## config.mk

```make
export PLATFORM = sky130hd
export DESIGN_NAME = command_line_tokenizer_core
export DESIGN_NICKNAME = d
export VERILOG_FILES = /design/src/rtl/cltok_pkg.sv /design/src/rtl/command_line_tokenizer_core.sv /design/src/rtl/cltok_step.sv /design/src/rtl/cltok_outq.sv
export SDC_FILE = /design/constraint.sdc
export NUM_CORES = 1
export LEC_CHECK = 0
export CAP_MARGIN = 30
export CORE_MARGIN = 2
export CORE_UTILIZATION = 51
export CTS_CLUSTER_DIAMETER = 60
export DETAILED_ROUTE_END_ITERATION = 12
export DONT_BUFFER_PORTS = 1
export PLACE_DENSITY = 0.66
export SLEW_MARGIN = 20
export SYNTH_ARGS = -nofsm -noshare
export SYNTH_HDL_FRONTEND = slang
export SYNTH_SLANG_ARGS = --single-unit
```

## constraint.sdc

```tcl
create_clock -name clk -period 9.55 [get_ports clk]
set_input_delay 0.4775 -clock clk [delete_from_list [all_inputs] [get_ports clk]]
set_output_delay 0.4775 -clock clk [all_outputs]
set_load 0.02 [all_outputs]
```

## src/rtl/cltok_pkg.sv

```systemverilog
// Shared definitions for the command line tokenizer.
// Character codes, default limits and the result item type.
// No dependencies.
package cltok_pkg;

  // Default limits, overridable through top-level parameters
  localparam int SLASH_MAX_DEF = 255;
  localparam int COUNT_MAX_DEF = 65535;

  // Argument count saturates at the width of its port
  localparam logic [15:0] ARGS_CAP = 16'hFFFF;

  // Character codes that steer the tokenizer
  localparam logic [15:0] CH_EOL    = 16'h0000;
  localparam logic [15:0] CH_TAB    = 16'h0009;
  localparam logic [15:0] CH_SPACE  = 16'h0020;
  localparam logic [15:0] CH_QUOTE  = 16'h0022;
  localparam logic [15:0] CH_BSLASH = 16'h005C;

  // One result item as seen on the output ports
  typedef struct packed {
    logic [7:0]  slash_run;
    logic        has_char;
    logic [15:0] char_out;
    logic        arg_end;
    logic [15:0] arg_count;
    logic [15:0] char_count;
    logic        last_of_run;
  } out_item_t;

endpackage

```

## src/rtl/command_line_tokenizer_core.sv

```systemverilog
// Top level of the command line tokenizer: input register, decode, result queue.
// Depends on cltok_pkg, cltok_step and cltok_outq.
//
//   channel | handshake               | payload
//   --------+-------------------------+--------------------------------------
//   input   | in_valid / in_stall     | char_code
//   output  | out_valid / out_stall   | slash_run has_char char_out arg_end
//           |                         | arg_count char_count last_of_run
//
// One character a cycle when each yields at most one result and the output does
// not stall; a character that yields two results fills the two-entry result queue,
// and the next character waits until the last queued result is being handed out.
// A character passes the input register, then the decode writes the result queue.
// Synchronous reset restores the tokenizer state and empties both registers. An
// output stall backs up through the result queue into in_stall; nothing is dropped.
module command_line_tokenizer_core #(
  parameter int SLASH_MAX = cltok_pkg::SLASH_MAX_DEF,
  parameter int COUNT_MAX = cltok_pkg::COUNT_MAX_DEF
) (
  input  logic        clk,
  input  logic        rst,
  input  logic        in_valid,
  output logic        in_stall,
  input  logic [15:0] char_code,
  output logic        out_valid,
  input  logic        out_stall,
  output logic [7:0]  slash_run,
  output logic        has_char,
  output logic [15:0] char_out,
  output logic        arg_end,
  output logic [15:0] arg_count,
  output logic [15:0] char_count,
  output logic        last_of_run
);
  import cltok_pkg::*;

  logic        in_full;
  logic [15:0] in_char;
  logic        room, fire;
  out_item_t   res0, res1, head;
  logic [1:0]  res_cnt;

  // Input register
  assign fire     = in_full && room;
  assign in_stall = in_full && !fire;

  always_ff @(posedge clk) begin
    if (rst) begin
      in_full <= 1'b0;
    end else if (in_valid && !in_stall) begin
      in_full <= 1'b1;
    end else if (fire) begin
      in_full <= 1'b0;
    end
  end

  always_ff @(posedge clk) begin
    if (in_valid && !in_stall) in_char <= char_code;
  end

  // Decode and tokenizer state
  cltok_step #(
    .SLASH_MAX (SLASH_MAX),
    .COUNT_MAX (COUNT_MAX)
  ) u_step (
    .clk     (clk),
    .rst     (rst),
    .fire    (fire),
    .chr     (in_char),
    .res0    (res0),
    .res1    (res1),
    .res_cnt (res_cnt)
  );

  // Result queue
  cltok_outq u_outq (
    .clk       (clk),
    .rst       (rst),
    .push_cnt  (fire ? res_cnt : 2'd0),
    .push0     (res0),
    .push1     (res1),
    .room      (room),
    .out_valid (out_valid),
    .out_stall (out_stall),
    .head      (head)
  );

  assign slash_run   = head.slash_run;
  assign has_char    = head.has_char;
  assign char_out    = head.char_out;
  assign arg_end     = head.arg_end;
  assign arg_count   = head.arg_count;
  assign char_count  = head.char_count;
  assign last_of_run = head.last_of_run;

endmodule

```

## src/rtl/cltok_step.sv

```systemverilog
// Tokenizer state and per-character decode for the command line tokenizer.
// Produces up to two result items per character; state advances on fire.
// Depends on cltok_pkg.
module cltok_step #(
  parameter int SLASH_MAX = 255,
  parameter int COUNT_MAX = 65535
) (
  input  logic                  clk,
  input  logic                  rst,
  input  logic                  fire,
  input  logic [15:0]           chr,
  output cltok_pkg::out_item_t  res0,
  output cltok_pkg::out_item_t  res1,
  output logic [1:0]            res_cnt
);
  import cltok_pkg::*;

  localparam int SW   = $clog2(SLASH_MAX + 1);
  localparam int CW   = $clog2(COUNT_MAX + 1);
  localparam int SUMW = ((CW > SW + 1) ? CW : SW + 1) + 1;

  typedef enum logic [1:0] {PH_NAME, PH_GAP, PH_ARG} phase_t;

  // State registers
  phase_t          phase, phase_next;
  logic            quoting, quoting_next;
  logic [SW-1:0]   pend, pend_next;
  logic            qpend, qpend_next;
  logic [SW-1:0]   held, held_next;
  logic [15:0]     args, args_next;
  logic [CW-1:0]   chars, chars_next;

  // Decode results: A is the early emission, B the one from argument handling
  logic            a_v, a_has, a_end;
  logic [SW-1:0]   a_sl;
  logic            b_v, b_has, b_end;
  logic [SW-1:0]   b_sl;
  logic            done, run_arg, blank;
  logic [SW-1:0]   s;
  // argument count as reported: includes this character's new argument
  logic [15:0]     args_rep;

  logic [SUMW-1:0] sum_a, sum_b;
  logic [CW-1:0]   cnt_a, cnt_b;
  logic [SW+7:0]   a_sl_ext, b_sl_ext;
  logic [CW+15:0]  cnt_a_ext, cnt_b_ext;
  out_item_t       item_a, item_b;

  assign blank = (chr == CH_SPACE) || (chr == CH_TAB);

  // Per-character decode and next state
  always_comb begin
    phase_next   = phase;
    quoting_next = quoting;
    pend_next    = pend;
    qpend_next   = qpend;
    held_next    = held;
    args_next    = args;
    done         = 1'b0;
    run_arg      = 1'b0;
    s            = '0;
    a_v = 1'b0; a_sl = '0; a_has = 1'b0; a_end = 1'b0;
    b_v = 1'b0; b_sl = '0; b_has = 1'b0; b_end = 1'b0;

    unique case (phase)
      PH_GAP: begin
        if (chr == CH_EOL) begin
          done = 1'b1;
        end else if (!blank) begin
          if (args != ARGS_CAP) args_next = args + 16'd1;
          phase_next   = PH_ARG;
          quoting_next = 1'b0;
          pend_next    = '0;
          run_arg      = 1'b1;
        end
      end
      PH_ARG: begin
        if (qpend) begin
          // a held quote is decided by this character
          qpend_next = 1'b0;
          held_next  = '0;
          if (chr == CH_QUOTE) begin
            a_v   = 1'b1;
            a_sl  = held;
            a_has = 1'b1;
          end else begin
            quoting_next = 1'b0;
            a_v          = (held != '0);
            a_sl         = held;
            run_arg      = 1'b1;
          end
        end else begin
          run_arg = 1'b1;
        end
      end
      default: begin
        // program name: quotes toggle, backslashes literal
        if (chr == CH_QUOTE) begin
          quoting_next = !quoting;
        end else if (chr == CH_EOL) begin
          a_v   = 1'b1;
          a_end = 1'b1;
          done  = 1'b1;
        end else if (!quoting && blank) begin
          a_v          = 1'b1;
          a_end        = 1'b1;
          phase_next   = PH_GAP;
          quoting_next = 1'b0;
        end else begin
          a_v   = 1'b1;
          a_has = 1'b1;
        end
      end
    endcase

    // Argument character handling
    if (run_arg) begin
      if (chr == CH_BSLASH) begin
        if (pend_next < SW'(SLASH_MAX)) pend_next = pend_next + SW'(1);
      end else begin
        s         = pend_next;
        pend_next = '0;
        if (chr == CH_QUOTE) begin
          if (!s[0]) begin
            if (quoting_next) begin
              qpend_next = 1'b1;
              held_next  = s >> 1;
            end else begin
              quoting_next = 1'b1;
              b_v          = ((s >> 1) != '0);
              b_sl         = s >> 1;
            end
          end else begin
            b_v   = 1'b1;
            b_sl  = s >> 1;
            b_has = 1'b1;
          end
        end else if (chr == CH_EOL) begin
          b_v   = 1'b1;
          b_sl  = s;
          b_end = 1'b1;
          done  = 1'b1;
        end else if (!quoting_next && blank) begin
          b_v        = 1'b1;
          b_sl       = s;
          b_end      = 1'b1;
          phase_next = PH_GAP;
        end else begin
          b_v   = 1'b1;
          b_sl  = s;
          b_has = 1'b1;
        end
      end
    end

    args_rep = args_next;

    // End of line returns everything to reset values
    if (done) begin
      phase_next   = PH_NAME;
      quoting_next = 1'b0;
      pend_next    = '0;
      qpend_next   = 1'b0;
      held_next    = '0;
      args_next    = 16'd1;
    end
  end

  // Saturating running character count, one adder per emission
  always_comb begin
    sum_a = SUMW'(chars) + SUMW'(a_sl) + SUMW'(a_has | a_end);
    if (!a_v) cnt_a = chars;
    else if (sum_a > SUMW'(COUNT_MAX)) cnt_a = CW'(COUNT_MAX);
    else cnt_a = sum_a[CW-1:0];

    sum_b = SUMW'(cnt_a) + SUMW'(b_sl) + SUMW'(b_has | b_end);
    if (!b_v) cnt_b = cnt_a;
    else if (sum_b > SUMW'(COUNT_MAX)) cnt_b = CW'(COUNT_MAX);
    else cnt_b = sum_b[CW-1:0];

    chars_next = done ? '0 : cnt_b;
  end

  // Result item assembly
  always_comb begin
    a_sl_ext  = {8'b0, a_sl};
    b_sl_ext  = {8'b0, b_sl};
    cnt_a_ext = {16'b0, cnt_a};
    cnt_b_ext = {16'b0, cnt_b};

    item_a.slash_run   = a_sl_ext[7:0];
    item_a.has_char    = a_has;
    item_a.char_out    = a_has ? chr : 16'h0000;
    item_a.arg_end     = a_end;
    item_a.arg_count   = args_rep;
    item_a.char_count  = cnt_a_ext[15:0];
    item_a.last_of_run = !b_v;

    item_b.slash_run   = b_sl_ext[7:0];
    item_b.has_char    = b_has;
    item_b.char_out    = b_has ? chr : 16'h0000;
    item_b.arg_end     = b_end;
    item_b.arg_count   = args_rep;
    item_b.char_count  = cnt_b_ext[15:0];
    item_b.last_of_run = 1'b1;
  end

  assign res0    = a_v ? item_a : item_b;
  assign res1    = item_b;
  assign res_cnt = {a_v & b_v, a_v ^ b_v};

  // State update
  always_ff @(posedge clk) begin
    if (rst) begin
      phase   <= PH_NAME;
      quoting <= 1'b0;
      pend    <= '0;
      qpend   <= 1'b0;
      held    <= '0;
      args    <= 16'd1;
      chars   <= '0;
    end else if (fire) begin
      phase   <= phase_next;
      quoting <= quoting_next;
      pend    <= pend_next;
      qpend   <= qpend_next;
      held    <= held_next;
      args    <= args_next;
      chars   <= chars_next;
    end
  end

endmodule

```

## src/rtl/cltok_outq.sv

```systemverilog
// Two-entry result queue for the command line tokenizer.
// Takes up to two items per cycle, hands out one per transfer.
// Depends on cltok_pkg.
module cltok_outq (
  input  logic                  clk,
  input  logic                  rst,
  input  logic [1:0]            push_cnt,
  input  cltok_pkg::out_item_t  push0,
  input  cltok_pkg::out_item_t  push1,
  output logic                  room,
  output logic                  out_valid,
  input  logic                  out_stall,
  output cltok_pkg::out_item_t  head
);
  import cltok_pkg::*;

  logic [1:0] cnt, cnt_next, cnt_mid;
  out_item_t  slot0, slot1, slot0_next, slot1_next, slot0_mid;
  logic       pop;

  assign pop       = (cnt != 2'd0) && !out_stall;
  assign out_valid = (cnt != 2'd0);
  assign head      = slot0;
  // a push is allowed only when both slots are free after this cycle's transfer
  assign room      = (cnt == 2'd0) || ((cnt == 2'd1) && pop);

  // Pop first, then append new items behind what remains
  always_comb begin
    cnt_mid    = cnt - {1'b0, pop};
    slot0_mid  = pop ? slot1 : slot0;
    slot0_next = slot0_mid;
    slot1_next = slot1;
    cnt_next   = cnt_mid + push_cnt;
    if (push_cnt != 2'd0) begin
      if (cnt_mid == 2'd0) begin
        slot0_next = push0;
        slot1_next = push1;
      end else begin
        slot1_next = push0;
      end
    end
  end

  always_ff @(posedge clk) begin
    if (rst) begin
      cnt <= 2'd0;
    end else begin
      cnt <= cnt_next;
    end
  end

  always_ff @(posedge clk) begin
    slot0 <= slot0_next;
    slot1 <= slot1_next;
  end

endmodule

```

==> results.md, run 1 <==
* Status: finished clean
* Global-route wire length before repair at 43,600 µm
* Share of the clock period used by the worst path after layout at 81.5%
* Number of setup buffers added after CTS at 0
* Crit Path Max Fanout at 13
* CTS Sinks at 189
* Fraction of layout cells with a size suffix above 1 at 6.64%
* Starting Density at 52.3%
* Headroom to the max-slew limit at 33.3%
* Count of cell types in the netlist at 84
* Largest stage delay, worst path at 0.79 ns
* Fraction of the yosys area taken by sequential cells at 44.2%
* Die Y-Extent at 146 µm
* CTS Hold Buffers Added at 0
* Core box area at 0.0196 mm²
* Worst-path clk slew at 0.08 ns
* H-tree depth at 4
* Count of buffering cells on the critical path with inverters included at 2
* Half-perimeter wire length after placement at 18,100 µm
* # fillers at 1,767
* Drt first pass iters at 6
* Data arrival time of the critical path at 7.98 ns
* Share of synthesized flip-flops with an asynchronous set or reset at 0%
* Count of final max-slew check failures at 0
* Diodes inserted at 0
* Layout overhead on the synthesized area at 7.57%
* Net Count, Synth at 1,221
* Maximum number of buffers from clock root to sink at 2
* Kind of end point of the critical path: flop
* Number of antenna violations at the first check in global routing at 0
* Slowest CP cell: a2111oi_2
* FF-to-FF Start: in_char[9]$_DFFE_PP_
* Post-route antenna net violation count at 0
* Critical hold path startpoint: rst
* Most common cell after layout, fill and taps aside: nand2_1
* DRC violations left at 0
* Area of the die at 0.0213 mm²
* Dominant delay contributor by cell family on the critical path: compound AO/OA/AOI/OAI gates
* CTS Root Cell: clkbuf_16
* Num CTS Buffers at 17
* Remaining Overflow, GRT at 0
* Pin count of the biggest net entering global routing at 60
* TritonCTS clock tree: done
* Commonest non-fill, non-tap cells in the layout: 167 x nand2_1, 116 x nor2_1, 114 x dfxtp_1
* Minimum clock period after layout at 7.78 ns
* Cells after synthesis at 1,174
* XOR/XNOR Fraction of Synth Area at 2.39%
* Total Power at 2.59 mW
* Worst supply voltage drop on vdd at 0.000184 V
* Number of enable-type register cells in the synthesized netlist at 75
* Post-synthesis instance area at 0.0103 mm²
* Number of setup violations in the final report at 0
* Final-report hold violation count at 0
* Ordered cell list for the critical path: or4_1 -> nor4_4 -> a21o_2 -> inv_1 -> fa_1 -> fa_1 -> nor2b_1 -> o2111ai_1 -> a21oi_1 -> o21bai_1 -> buf_4 -> nand3_1 -> a21boi_0 -> ha_1 -> a21o_1 -> a2111oi_0 -> o21ai_0 -> a21oi_1 -> a2111oi_2 -> nand4b_1 -> a31oi_1 -> mux2i_1 -> o22a_1
* Max cap viols at 0
* Multiplexer fraction of the synthesized cell area at 2.81%
* Vias in the first global route at 7,969
* Primary FF master, synth: dfxtp_1
* Unrepaired setup endpoints after global routing: false
* Kind of launch point of the worst setup path: flop
* Synthesized-area fraction occupied by and/or/nand/nor cells at 21.1%
* Number of buffers inserted by port buffering at 0
* Startpoint-to-endpoint class of the critical path: flop to flop
* Main combinational cell family by area after synthesis: compound AO/OA/AOI/OAI gates
* Total area of multi-input combinational cells at 0.00531 mm²
* Routability congestion estimate from global placement at 0.903
* FF+latch count, synth at 189
* Power density normalized to cell area at 234 mW/mm²
* I/O pin total at 81
* Routed Wire Length at 27,100 µm
* Die width at 146 µm
* Mean number of vias per cell at 6.16
* Beginning of the critical path: in_char[9]$_DFFE_PP_
* Global-route total usage across every layer at 25.5%
* Sum of negative setup slack at 0 ns
* Standby leakage power at 4.14 nW
* Wire length per cell after detailed routing at 19.3 µm
* Post_cts resized at 0
* Min-Delay Path Class: primary input to flop
* Complex-gate fraction of the synthesized area at 21.6%
* Count of yosys warnings during synthesis at 0
* Fin Clk Skew at 0.0118 ns
* Share of synthesized cell area in full adder, half adder and majority cells at 3.59%
* Measured slew at the worst slew-check pin at 0.998 ns
* Mean cell area of the mapped netlist at 8.73 µm²
* Critical path required time at 9.74 ns
* Count of routing violations after the opening detailed-route iteration at 737
* Clock network latency to the later pin of the worst-skew pair at 0.44 ns
* Vias after detailed routing at 8,676
* F_max at 0.128 GHz
* Standard-cell rows at 51
* Area taken by flip-flops and latches at 0.00453 mm²
* Number of nets in the layout at 1,178
==> state kept, by name, summed over array words and instances, names as in the netlist <==
signal / count
in_char: 16
u_step.args: 16
u_step.pend: 8
u_step.qpend: 1
u_step.chars: 16
u_outq.cnt: 2
u_step.quoting: 1
u_outq.head: 59
u_step.held: 8
in_full: 1
u_outq.slot1: 59
u_step.phase: 2
==> through the flow <==
stage	hold slack (ns)	worst slack, ns	std cells	cell area (µm²)	util (%)
4_1_cts	0.0942	1.87	1406	11000	56.0
3_5_place_dp	0.497	1.92	1374	10400	53.1
3_3_place_gp	0.490	2.11	1372	10400	53.0
2_1_floorplan	0.466	2.33	1174	10300	-
5_1_grt	0.0906	1.19	1409	11000	56.3
6_report	0.100	1.77	1409	11000	56.3
==> metal layers <==
layer | vias up | part of all wire (%) | track usage [%] | wire (µm)
met5 | - | 0 | 0 | 0
met4 | 0 | 1.6 | 6.18 | 434
met3 | 32 | 7.3 | 5.96 | 1980
met2 | 316 | 43 | 38.2 | 11800
met1 | 4132 | 48 | 37.3 | 12900
li1 | 4196 | - | - | -
==> kinds of logic (layout without fill, tap and decap cells) <==
family / count (synthesis) / in the layout
and+or+nand+nor: 458 / 458
DFF: 189 / 189
muxes: 28 / 28
adders and majority gates: 27 / 27
xor gates and xnor gates: 28 / 28
AOI/OAI and AO/OA: 334 / 334
buffers and inverters: 110 / 80
==> worst register-to-register path, stage by stage (launching register included) <==
cell and delay, ns:
edfxtp_1 0.43, or4_1 0.67, nor4_4 0.73, a21o_2 0.29, inv_1 0.06, fa_1 0.39
fa_1 0.42, nor2b_1 0.17, o2111ai_1 0.16, a21oi_1 0.46, o21bai_1 0.34, buf_4 0.27
nand3_1 0.11, a21boi_0 0.45, ha_1 0.24, a21o_1 0.13, a2111oi_0 0.18, o21ai_0 0.27
a21oi_1 0.12, a2111oi_2 0.79, nand4b_1 0.29, a31oi_1 0.25, mux2i_1 0.12, o22a_1 0.19
==> Yosys cell counts, types with 3 or more instances <==
library cell | n | area [µm²]
o22ai_1 | 10 | 62.6
a22oi_1 | 19 | 143
o2111ai_1 | 5 | 43.8
buf_4 | 3 | 22.5
o31ai_1 | 5 | 37.5
and3_1 | 8 | 50.1
mux2i_1 | 24 | 240
ha_1 | 23 | 288
clkbuf_1 | 69 | 259
and2_1 | 27 | 169
inv_1 | 30 | 113
or3_1 | 11 | 68.8
nor2_1 | 118 | 443
o21ai_0 | 61 | 305
o22a_1 | 5 | 43.8
nand2b_1 | 11 | 68.8
o311ai_0 | 3 | 26.3
buf_1 | 3 | 11.3
a31oi_1 | 42 | 263
edfxtp_1 | 75 | 2250
or4_1 | 4 | 30.0
nor3_1 | 25 | 125
a2bb2oi_1 | 5 | 43.8
fa_1 | 4 | 80.1
o21a_1 | 12 | 90.1
and4_1 | 5 | 43.8
dfxtp_1 | 114 | 2280
a21oi_1 | 69 | 345
nor2b_1 | 5 | 31.3
mux2_2 | 3 | 33.8
a41oi_1 | 4 | 35.0
nor4_1 | 8 | 50.1
a22o_1 | 14 | 123
nand2_1 | 168 | 631
xor2_1 | 11 | 96.3
a211oi_1 | 16 | 120
xnor2_1 | 17 | 149
nand3_1 | 34 | 170
o211ai_1 | 11 | 82.6
a21o_1 | 18 | 135
nand4_1 | 14 | 87.6
a21boi_0 | 3 | 22.5
o21bai_1 | 5 | 37.5
or2_2 | 3 | 18.8
==> cell type report <==
type / instances / share of cell area, %
inverters: 32 / 1.10
flip-flops and latches: 189 / 41.1
multi-input cells: 875 / 48.1
clock inverters: 14 / 1.37
well taps: 265 / 3.01
clock buffers: 18 / 3.89
repair buffers: 16 / 1.41
==> path summary, 6_finish.rpt <==
check                                       to  slack (ns)  cells past startpoint
setup / recovery    u_outq.slot1[12]$_DFFE_PN_        1.77                     23
hold / removal     u_step.held[6]$_SDFFE_PP0P_         0.1                      1
setup reg to reg    u_outq.slot1[12]$_DFFE_PN_        1.77                     23
hold reg to reg   u_step.args[11]$_SDFFE_PP0P_        0.50                      2
==> power by group <==
group          switching (mW)  internal [mW]
clock network           0.353          0.350
registers               0.247           1.06
logic                   0.365          0.215
Power figures use the tool's default switching activity.
==> run 2: changes to the inputs <==
--- a/config.mk
+++ b/config.mk
@@ -5,13 +5,14 @@
 export SDC_FILE = /design/constraint.sdc
 export NUM_CORES = 1
 export LEC_CHECK = 0
+export ABC_AREA = 1
 export CAP_MARGIN = 30
 export CORE_MARGIN = 2
 export CORE_UTILIZATION = 51
 export CTS_CLUSTER_DIAMETER = 60
 export DETAILED_ROUTE_END_ITERATION = 12
 export DONT_BUFFER_PORTS = 1
-export PLACE_DENSITY = 0.66
+export PLACE_DENSITY = 0.69
 export SLEW_MARGIN = 20
 export SYNTH_ARGS = -nofsm -noshare
 export SYNTH_HDL_FRONTEND = slang
==> constraint.sdc (replaced) <==
create_clock -name clk -period 6.7 [get_ports clk]
set_input_delay 0.335 -clock clk [delete_from_list [all_inputs] [get_ports clk]]
set_output_delay 0.335 -clock clk [all_outputs]
set_load 0.02 [all_outputs]
==> run 2 against run 1 <==
Non-clock buffer count is 11 higher. Synthesized area is 7.1% higher. Largest cell class unchanged. Cell count is 27% higher. Via count is 12% higher. First-iteration DRC count is 27% higher. Utilization is 0.36 points higher. Power is 45% higher. Wire length is 4.1% higher.
==> results.md, run 2 <==
* Status: finished clean (unchanged)
* Post-route antenna net violation count at 0 (unchanged)
* Worst supply voltage drop on vdd at 0.000177 V (was 0.000184 V)
* Largest stage delay, worst path at 0.42 ns (was 0.79 ns)
* Measured slew at the worst slew-check pin at 0.975 ns (was 0.998 ns)
* Half-perimeter wire length after placement at 19,800 µm (was 18,100 µm)
* Count of final max-slew check failures at 0 (unchanged)
* Cells after synthesis at 1,507 (was 1,174)
* Global-route total usage across every layer at 25.5% (about the same)
* Number of enable-type register cells in the synthesized netlist at 75 (unchanged)
* Share of synthesized flip-flops with an asynchronous set or reset at 0% (unchanged)
* Max cap viols at 0 (unchanged)
* Number of nets in the layout at 1,542 (was 1,178)
* R2R depth at 38 (was 23)
* Vias after detailed routing at 9,707 (was 8,676)
* CTS Root Cell: clkbuf_16 (unchanged)
* Fraction of layout cells with a size suffix above 1 at 9.68% (was 6.64%)
* Routability congestion estimate from global placement at 0.943 (was 0.903)
* Remaining Overflow, GRT at 0 (unchanged)
* Post-synthesis instance area at 0.0110 mm² (was 0.0103 mm²)
* Number of cells on the worst hold path at 2 (was 1)
* Minimum clock period after layout at 5.75 ns (was 7.78 ns)
* Starting Density at 52.1% (was 52.3%)
* Crit Path Max Fanout at 9 (was 13)
* Clock network latency to the later pin of the worst-skew pair at 0.44 ns (about the same)
* Cell taking the most area after synthesis: dfxtp_1 (unchanged)
* Count of yosys warnings during synthesis at 0 (unchanged)
* Number of setup violations in the final report at 0 (unchanged)
* Power density normalized to cell area at 314 mW/mm² (was 234 mW/mm²)
* Startpoint-to-endpoint class of the critical path: flop to flop (unchanged)
* Sum of negative setup slack at 0 ns (unchanged)
* Dominant delay contributor by cell family on the critical path: simple AND/OR/NAND/NOR gates (was compound AO/OA/AOI/OAI gates)
* DRC violations left at 0 (unchanged)
* Post-synth top area share at 20.8% (was 22.3%)
* Mean cell area of the mapped netlist at 7.28 µm² (was 8.73 µm²)
* I/O pin total at 81 (unchanged)
* Worst-path clk slew at 0.08 ns (about the same)
* Count of buffering cells on the critical path with inverters included at 5 (was 2)
* Commonest non-fill, non-tap cells in the layout: 457 x nand2_1, 156 x inv_1, 129 x nor2_1 (was 167 x nand2_1, 116 x nor2_1, 114 x dfxtp_1)
* # fillers at 1,913 (was 1,767)
* Die Y-Extent at 151 µm (was 146 µm)
* Routed Wire Length at 28,200 µm (was 27,100 µm)
* Unrepaired setup endpoints after global routing: false (unchanged)
* Count of routing violations after the opening detailed-route iteration at 934 (was 737)
* Critical path required time at 6.90 ns (was 9.74 ns)
* Primary FF master, synth: dfxtp_1 (unchanged)
* Global-route wire length before repair at 45,300 µm (was 43,600 µm)
* Top post-synthesis cells by count: 457 x nand2_1, 157 x inv_1, 129 x nor2_1 (was 168 x nand2_1, 118 x nor2_1, 114 x dfxtp_1)
* Share of the clock period used by the worst path after layout at 85.8% (was 81.5%)
* F_max at 0.174 GHz (was 0.128 GHz)
* Most common cell after layout, fill and taps aside: nand2_1 (unchanged)
* Data arrival time of the critical path at 5.95 ns (was 7.98 ns)
* Standby leakage power at 5.25 nW (was 4.14 nW)
* Post-layout util at 56.7% (was 56.3%)
* Num CTS Buffers at 17 (unchanged)
* TritonCTS clock tree: done (unchanged)
* Vias in the first global route at 8,793 (was 7,969)
* Headroom to the max-slew limit at 35.0% (was 33.3%)
* Die width at 151 µm (was 146 µm)
* Area of the die at 0.0227 mm² (was 0.0213 mm²)
* Layout overhead on the synthesized area at 8.82% (was 7.57%)
* Area contributors post-synth: dfxtp_1 21%, edfxtp_1 21%, nand2_1 16% (was dfxtp_1 22%, edfxtp_1 22%, nand2_1 6.2%)
* Count of cell types in the netlist at 54 (was 84)
* CTS Sinks at 189 (unchanged)
* Pin count of the biggest net entering global routing at 63 (was 60)
* Kind of end point of the critical path: flop (unchanged)
* Slowest CP cell: edfxtp_1 (was a2111oi_2)
* Core box area at 0.0211 mm² (was 0.0196 mm²)
* FF+latch count, synth at 189 (unchanged)
* Area taken by flip-flops and latches at 0.00453 mm² (unchanged)
* Standard-cell rows at 53 (was 51)
* Kind of launch point of the worst setup path: flop (unchanged)
* Post_cts resized at 0 (unchanged)
* Net Count, Synth at 1,554 (was 1,221)
* Min-Delay Path Class: primary input to flop (unchanged)
* Mean number of vias per cell at 5.44 (was 6.16)
* Maximum number of buffers from clock root to sink at 2 (unchanged)
* Fin Clk Skew at 0.0185 ns (was 0.0118 ns)
* Number of setup buffers added after CTS at 0 (unchanged)
* Total area of multi-input combinational cells at 0.00551 mm² (was 0.00531 mm²)
* Cell type with the highest occurrence count on the critical path: nand2_1
* Drt first pass iters at 6 (unchanged)
* Wire length per cell after detailed routing at 15.8 µm (was 19.3 µm)
* Number of antenna violations at the first check in global routing at 0 (unchanged)
* Final-report hold violation count at 0 (unchanged)
* Depth of the critical timing path with buffers and inverters included at 38 (was 23)
* Most frequent cell after synthesis: nand2_1 (unchanged)
* Diodes inserted at 0 (unchanged)
* Number of buffers inserted by port buffering at 0 (unchanged)
* Fraction of the yosys area taken by sequential cells at 41.3% (was 44.2%)
* H-tree depth at 4 (unchanged)
-- run 2: cell types whose count changed after synthesis, sizes merged, moves of 14 or more --
| cell | before | now |
|---|---|---|
| o21ai | 64 | 79 |
| nand3 | 34 | 128 |
| a21o | 19 | 4 |
| mux2i | 25 | 0 |
| inv | 31 | 175 |
| clkbuf | 69 | 42 |
| a211oi | 16 | 0 |
| nor3 | 25 | 9 |
| and2 | 28 | 0 |
| nor2 | 120 | 153 |
| a31oi | 44 | 9 |
| nand2 | 168 | 488 |
| a21oi | 69 | 83 |
-- run 2: stage by stage --
stage	instances	area (µm²)	setup slack, ns	hold WS, ns	power (mW)
after floorplan	1507	11000	1.81	0.434	2.49
after global placement	1731	11100	1.34	0.412	2.70
after detailed placement	1733	11200	1.13	0.414	2.73
after CTS	1783	11900	1.09	0.0428	3.76
after global routing	1783	11900	0.409	0.0476	3.95
final	1783	11900	0.954	0.0522	3.75
-- run 2: cells by family after synthesis --
kind of cell               Yosys count  synth area share, %
AOI/OAI and AO/OA                  230                 12.8
xor gates and xnor gates            24                 1.91
adders and majority gates           27                 3.35
buffers and inverters              237                 8.59
DFF                                189                 41.3
muxes                                1                0.103
and+or+nand+nor                    799                 31.9
-- run 2: per-layer routing --
layer / track usage (%) / routed length [µm] / up-vias
met3: 4.73 / 2120 / 19
met1: 36.6 / 13100 / 4500
met4: 5.61 / 250 / 0
li1: - / - / 4883
met5: 0 / 0 / -
met2: 40.0 / 12700 / 305
-- run 2: repair_timing --
item | in CTS | in global routing
endpoints found under the setup margin | 0 | 0
hold buffers | 18 | 0
endpoints found under the hold margin | 69 | 0
-- run 2: final timing paths --
check / start / endpoint / slack (ns)
setup / recovery: in_char[15]$_DFFE_PP_ / u_outq.slot1[15]$_DFFE_PN_ / 0.95
hold / removal: in_valid / in_full$_SDFFE_PP0P_ / 0.05
setup reg to reg: in_char[15]$_DFFE_PP_ / u_outq.slot1[15]$_DFFE_PN_ / 0.95
hold reg to reg: u_step.held[2]$_SDFFE_PP0P_ / u_step.held[2]$_SDFFE_PP0P_ / 0.47
-- run 2: area by class of cell --
class / count / share of cell area [%]
clock inverter: 13 / 1.20
inverter: 179 / 5.65
sequential: 189 / 38.0
timing repair buffer: 27 / 2.43
tap: 275 / 2.88
clock buffer: 19 / 3.80
multi-input combinational: 1081 / 46.1
-- run 2: worst register-to-register path, delay by kind of cell (launching register included) --
family,cells,cell delay [ns]
AOI/OAI and AO/OA,4,0.76
buffers and inverters,5,0.52
adders and majority gates,4,1.26
DFF,1,0.42
and+or+nand+nor,25,2.55
-- run 2: power by group --
group,internal [mW],total [mW],switching [mW]
clock network,0.550,1.02,0.472
registers,1.49,1.86,0.365
logic,0.288,0.866,0.577
total,2.33,3.75,1.41
==> run 3: changes to the inputs <==
--- a/config.mk
+++ b/config.mk
@@ -7,6 +7,7 @@
 export LEC_CHECK = 0
 export ABC_AREA = 1
 export CAP_MARGIN = 30
+export CORE_ASPECT_RATIO = 0.9
 export CORE_MARGIN = 2
 export CORE_UTILIZATION = 51
 export CTS_CLUSTER_DIAMETER = 60
==> run 3 against run 2 <==
Hold slack got worse by 0.031 ns. Utilization is 0.55 points higher. Clock-buffer cell count decreased by 1. Final area increased by 0.36%. Sequential share of layout area decreased by 0.13 points. Die area is essentially flat. Critical path type unchanged.
==> results.md, run 3 (synthesized netlist as in run 2, its figures left out) <==
* Diodes inserted at 0 (unchanged)
* Vias in the first global route at 8,731 (was 8,793)
* I/O pin total at 81 (unchanged)
* H-tree depth at 4 (unchanged)
* Number of cells on the worst hold path at 2 (unchanged)
* Half-perimeter wire length after placement at 20,600 µm (was 19,800 µm)
* Sum of negative setup slack at 0 ns (unchanged)
* R2R depth at 38 (unchanged)
* Routability congestion estimate from global placement at 0.960 (was 0.943)
* Fraction of layout cells with a size suffix above 1 at 9.86% (was 9.68%)
* Pin count of the biggest net entering global routing at 63 (unchanged)
* Flop-to-flop setup slack at 1.03 ns (was 0.95 ns)
* Die width at 159 µm (was 151 µm)
* Switch share at 39.0% (was 37.8%)
* Most common cell after layout, fill and taps aside: nand2_1 (unchanged)
* TritonCTS clock tree: done (unchanged)
* Starting Density at 52.4% (was 52.1%)
* Max cap viols at 0 (unchanged)
* Final-report hold violation count at 0 (unchanged)
* Routed Wire Length at 29,700 µm (was 28,200 µm)
* Remaining Overflow, GRT at 0 (unchanged)
* Min-Delay Path Class: primary input to flop (unchanged)
* CTS Root Cell: clkbuf_16 (unchanged)
* Endpoint of the worst register-to-register path: u_outq.slot1[15]$_DFFE_PN_ (unchanged)
* Minimum clock period after layout at 5.67 ns (was 5.75 ns)
* Number of nets in the layout at 1,545 (was 1,542)
* Power density normalized to cell area at 314 mW/mm² (about the same)
* Global-route total usage across every layer at 26.6% (was 25.5%)
* Commonest non-fill, non-tap cells in the layout: 457 x nand2_1, 156 x inv_1, 129 x nor2_1 (unchanged)
* Share of the clock period used by the worst path after layout at 84.6% (was 85.8%)
* Part of the total power dissipated in the clock network at 26.7% (was 27.3%)
* Number of setup buffers added after CTS at 0 (unchanged)
* Worst-path clk slew at 0.08 ns (about the same)
* CTS Sinks at 189 (unchanged)
* Startpoint-to-endpoint class of the critical path: flop to flop (unchanged)
* Critical hold path startpoint: in_valid (unchanged)
* Crit Path Max Fanout at 9 (unchanged)
* Cell type with the highest occurrence count on the critical path: nand2_1 (unchanged)
* Number of buffers inserted by port buffering at 0 (unchanged)
* Hold Path Sink: in_full$_SDFFE_PP0P_ (unchanged)
* Maximum number of buffers from clock root to sink at 2 (unchanged)
* Kind of launch point of the worst setup path: flop (unchanged)
* Global-route wire length before repair at 46,600 µm (was 45,300 µm)
* Die Y-Extent at 143 µm (was 151 µm)
* Area taken by flip-flops and latches at 0.00453 mm² (unchanged)
* Vias after detailed routing at 9,684 (was 9,707)
* Core box area at 0.0210 mm² (was 0.0211 mm²)
* Clock network latency to the later pin of the worst-skew pair at 0.46 ns (was 0.44 ns)
* Status: finished clean (unchanged)
* Num CTS Buffers at 17 (unchanged)
* Share of total power in sequential cells at 49.3% (was 49.6%)
* Switching power total at 1.47 mW (was 1.41 mW)
* Standard-cell rows at 50 (was 53)
* Count of final max-slew check failures at 0 (unchanged)
* Layout overhead on the synthesized area at 9.21% (was 8.82%)
* Combinational Power Share at 23.9% (was 23.1%)
* # fillers at 1,973 (was 1,913)
* Largest stage delay, worst path at 0.42 ns (about the same)
* Post-layout util at 57.2% (was 56.7%)
* Kind of end point of the critical path: flop (unchanged)
* Total area of multi-input combinational cells at 0.00551 mm² (unchanged)
* Mean number of vias per cell at 5.39 (was 5.44)
* Area of the die at 0.0227 mm² (about the same)
* Drt first pass iters at 5 (was 6)
* Unrepaired setup endpoints after global routing: false (unchanged)
* Count of routing violations after the opening detailed-route iteration at 947 (was 934)
* Post-route antenna net violation count at 0 (unchanged)
* Standby leakage power at 5.27 nW (was 5.25 nW)
* Wire length per cell after detailed routing at 16.5 µm (was 15.8 µm)
* Data arrival time of the critical path at 5.88 ns (was 5.95 ns)
* Int Pwr at 2.30 mW (was 2.33 mW)
* Critical path required time at 6.92 ns (was 6.90 ns)
* FF-to-FF Start: in_char[15]$_DFFE_PP_ (unchanged)
* Number of setup violations in the final report at 0 (unchanged)
* F_max at 0.176 GHz (was 0.174 GHz)
* Measured slew at the worst slew-check pin at 0.926 ns (was 0.975 ns)
* DRC violations left at 0 (unchanged)
* Fin Clk Skew at 0.0186 ns (was 0.0185 ns)
* Number of antenna violations at the first check in global routing at 1 (was 0)
* Slowest CP cell: edfxtp_1 (unchanged)
* Worst supply voltage drop on vdd at 0.000164 V (was 0.000177 V)
* Headroom to the max-slew limit at 37.8% (was 35.0%)
run 3: how the worst max path moves through the flow:
stage | start | end | slack [ns]
6_report | in_char[15]$_DFFE_PP_ | u_outq.slot1[15]$_DFFE_PN_ | 1.03
5_1_grt | in_char[15]$_DFFE_PP_ | u_outq.slot1[15]$_DFFE_PN_ | 0.47
4_1_cts | in_char[7]$_DFFE_PP_ | u_outq.slot1[15]$_DFFE_PN_ | 1.10
2_1_floorplan | u_step.phase[0]$_SDFFE_PP0P_ | u_outq.slot1[15]$_DFFE_PN_ | 1.81
3_5_place_dp | in_char[7]$_DFFE_PP_ | u_outq.slot1[15]$_DFFE_PN_ | 1.14
3_3_place_gp | in_char[15]$_DFFE_PP_ | u_outq.slot1[15]$_DFFE_PN_ | 1.33
run 3: power groups by stage:
stage / Combinational (mW) / Sequential (mW) / Clock, mW
detailed placement: 0.856 / 1.89 / 0
global route: 1.00 / 1.89 / 1.07
floorplan: 0.664 / 1.82 / 0
global placement: 0.835 / 1.88 / 0
finish: 0.901 / 1.86 / 1.01
CTS: 0.879 / 1.86 / 1.02
run 3: layer usage:
layer	vias up	global-route usage, %	part of all wire [%]
li1	4890	-	-
met1	4464	39.4	49
met2	303	39.2	43
met3	27	6.01	7.2
met4	0	6.35	1.3
met5	-	0	0
run 3: critical path: cells and delay by family (launching register included):
family	cells	cell delay (ns)
buf+inv	5	0.50
compound gates	4	0.72
simple gates	25	2.50
fa+ha+maj	4	1.28
flops	1	0.42
run 3: area by class of cell:
cell class                      count  share of cell area (%)
Clock buffer                       18                    3.58
Clock inverter                     14                    1.29
Inverter                          179                    5.63
Multi-Input combinational cell   1081                    45.9
Sequential cell                   189                    37.8
Tap cell                          286                    2.98
Timing Repair Buffer               30                    2.78
run 3: metrics by stage:
step | area (µm²) | std cells | hold WS (ns) | total power, mW | worst slack, ns
5_1_grt | 12000 | 1797 | 0.0397 | 3.96 | 0.467
2_1_floorplan | 11000 | 1507 | 0.434 | 2.49 | 1.81
4_1_cts | 12000 | 1795 | 0.0204 | 3.76 | 1.10
3_5_place_dp | 11200 | 1745 | 0.417 | 2.75 | 1.14
3_3_place_gp | 11100 | 1743 | 0.414 | 2.72 | 1.33
6_report | 12000 | 1797 | 0.0212 | 3.77 | 1.03
run 3: repair_timing:
action / CTS / global route
hold buffers: 18 / 0
resized for setup: 0 / 0
hold endpoints to repair: 69 / 0
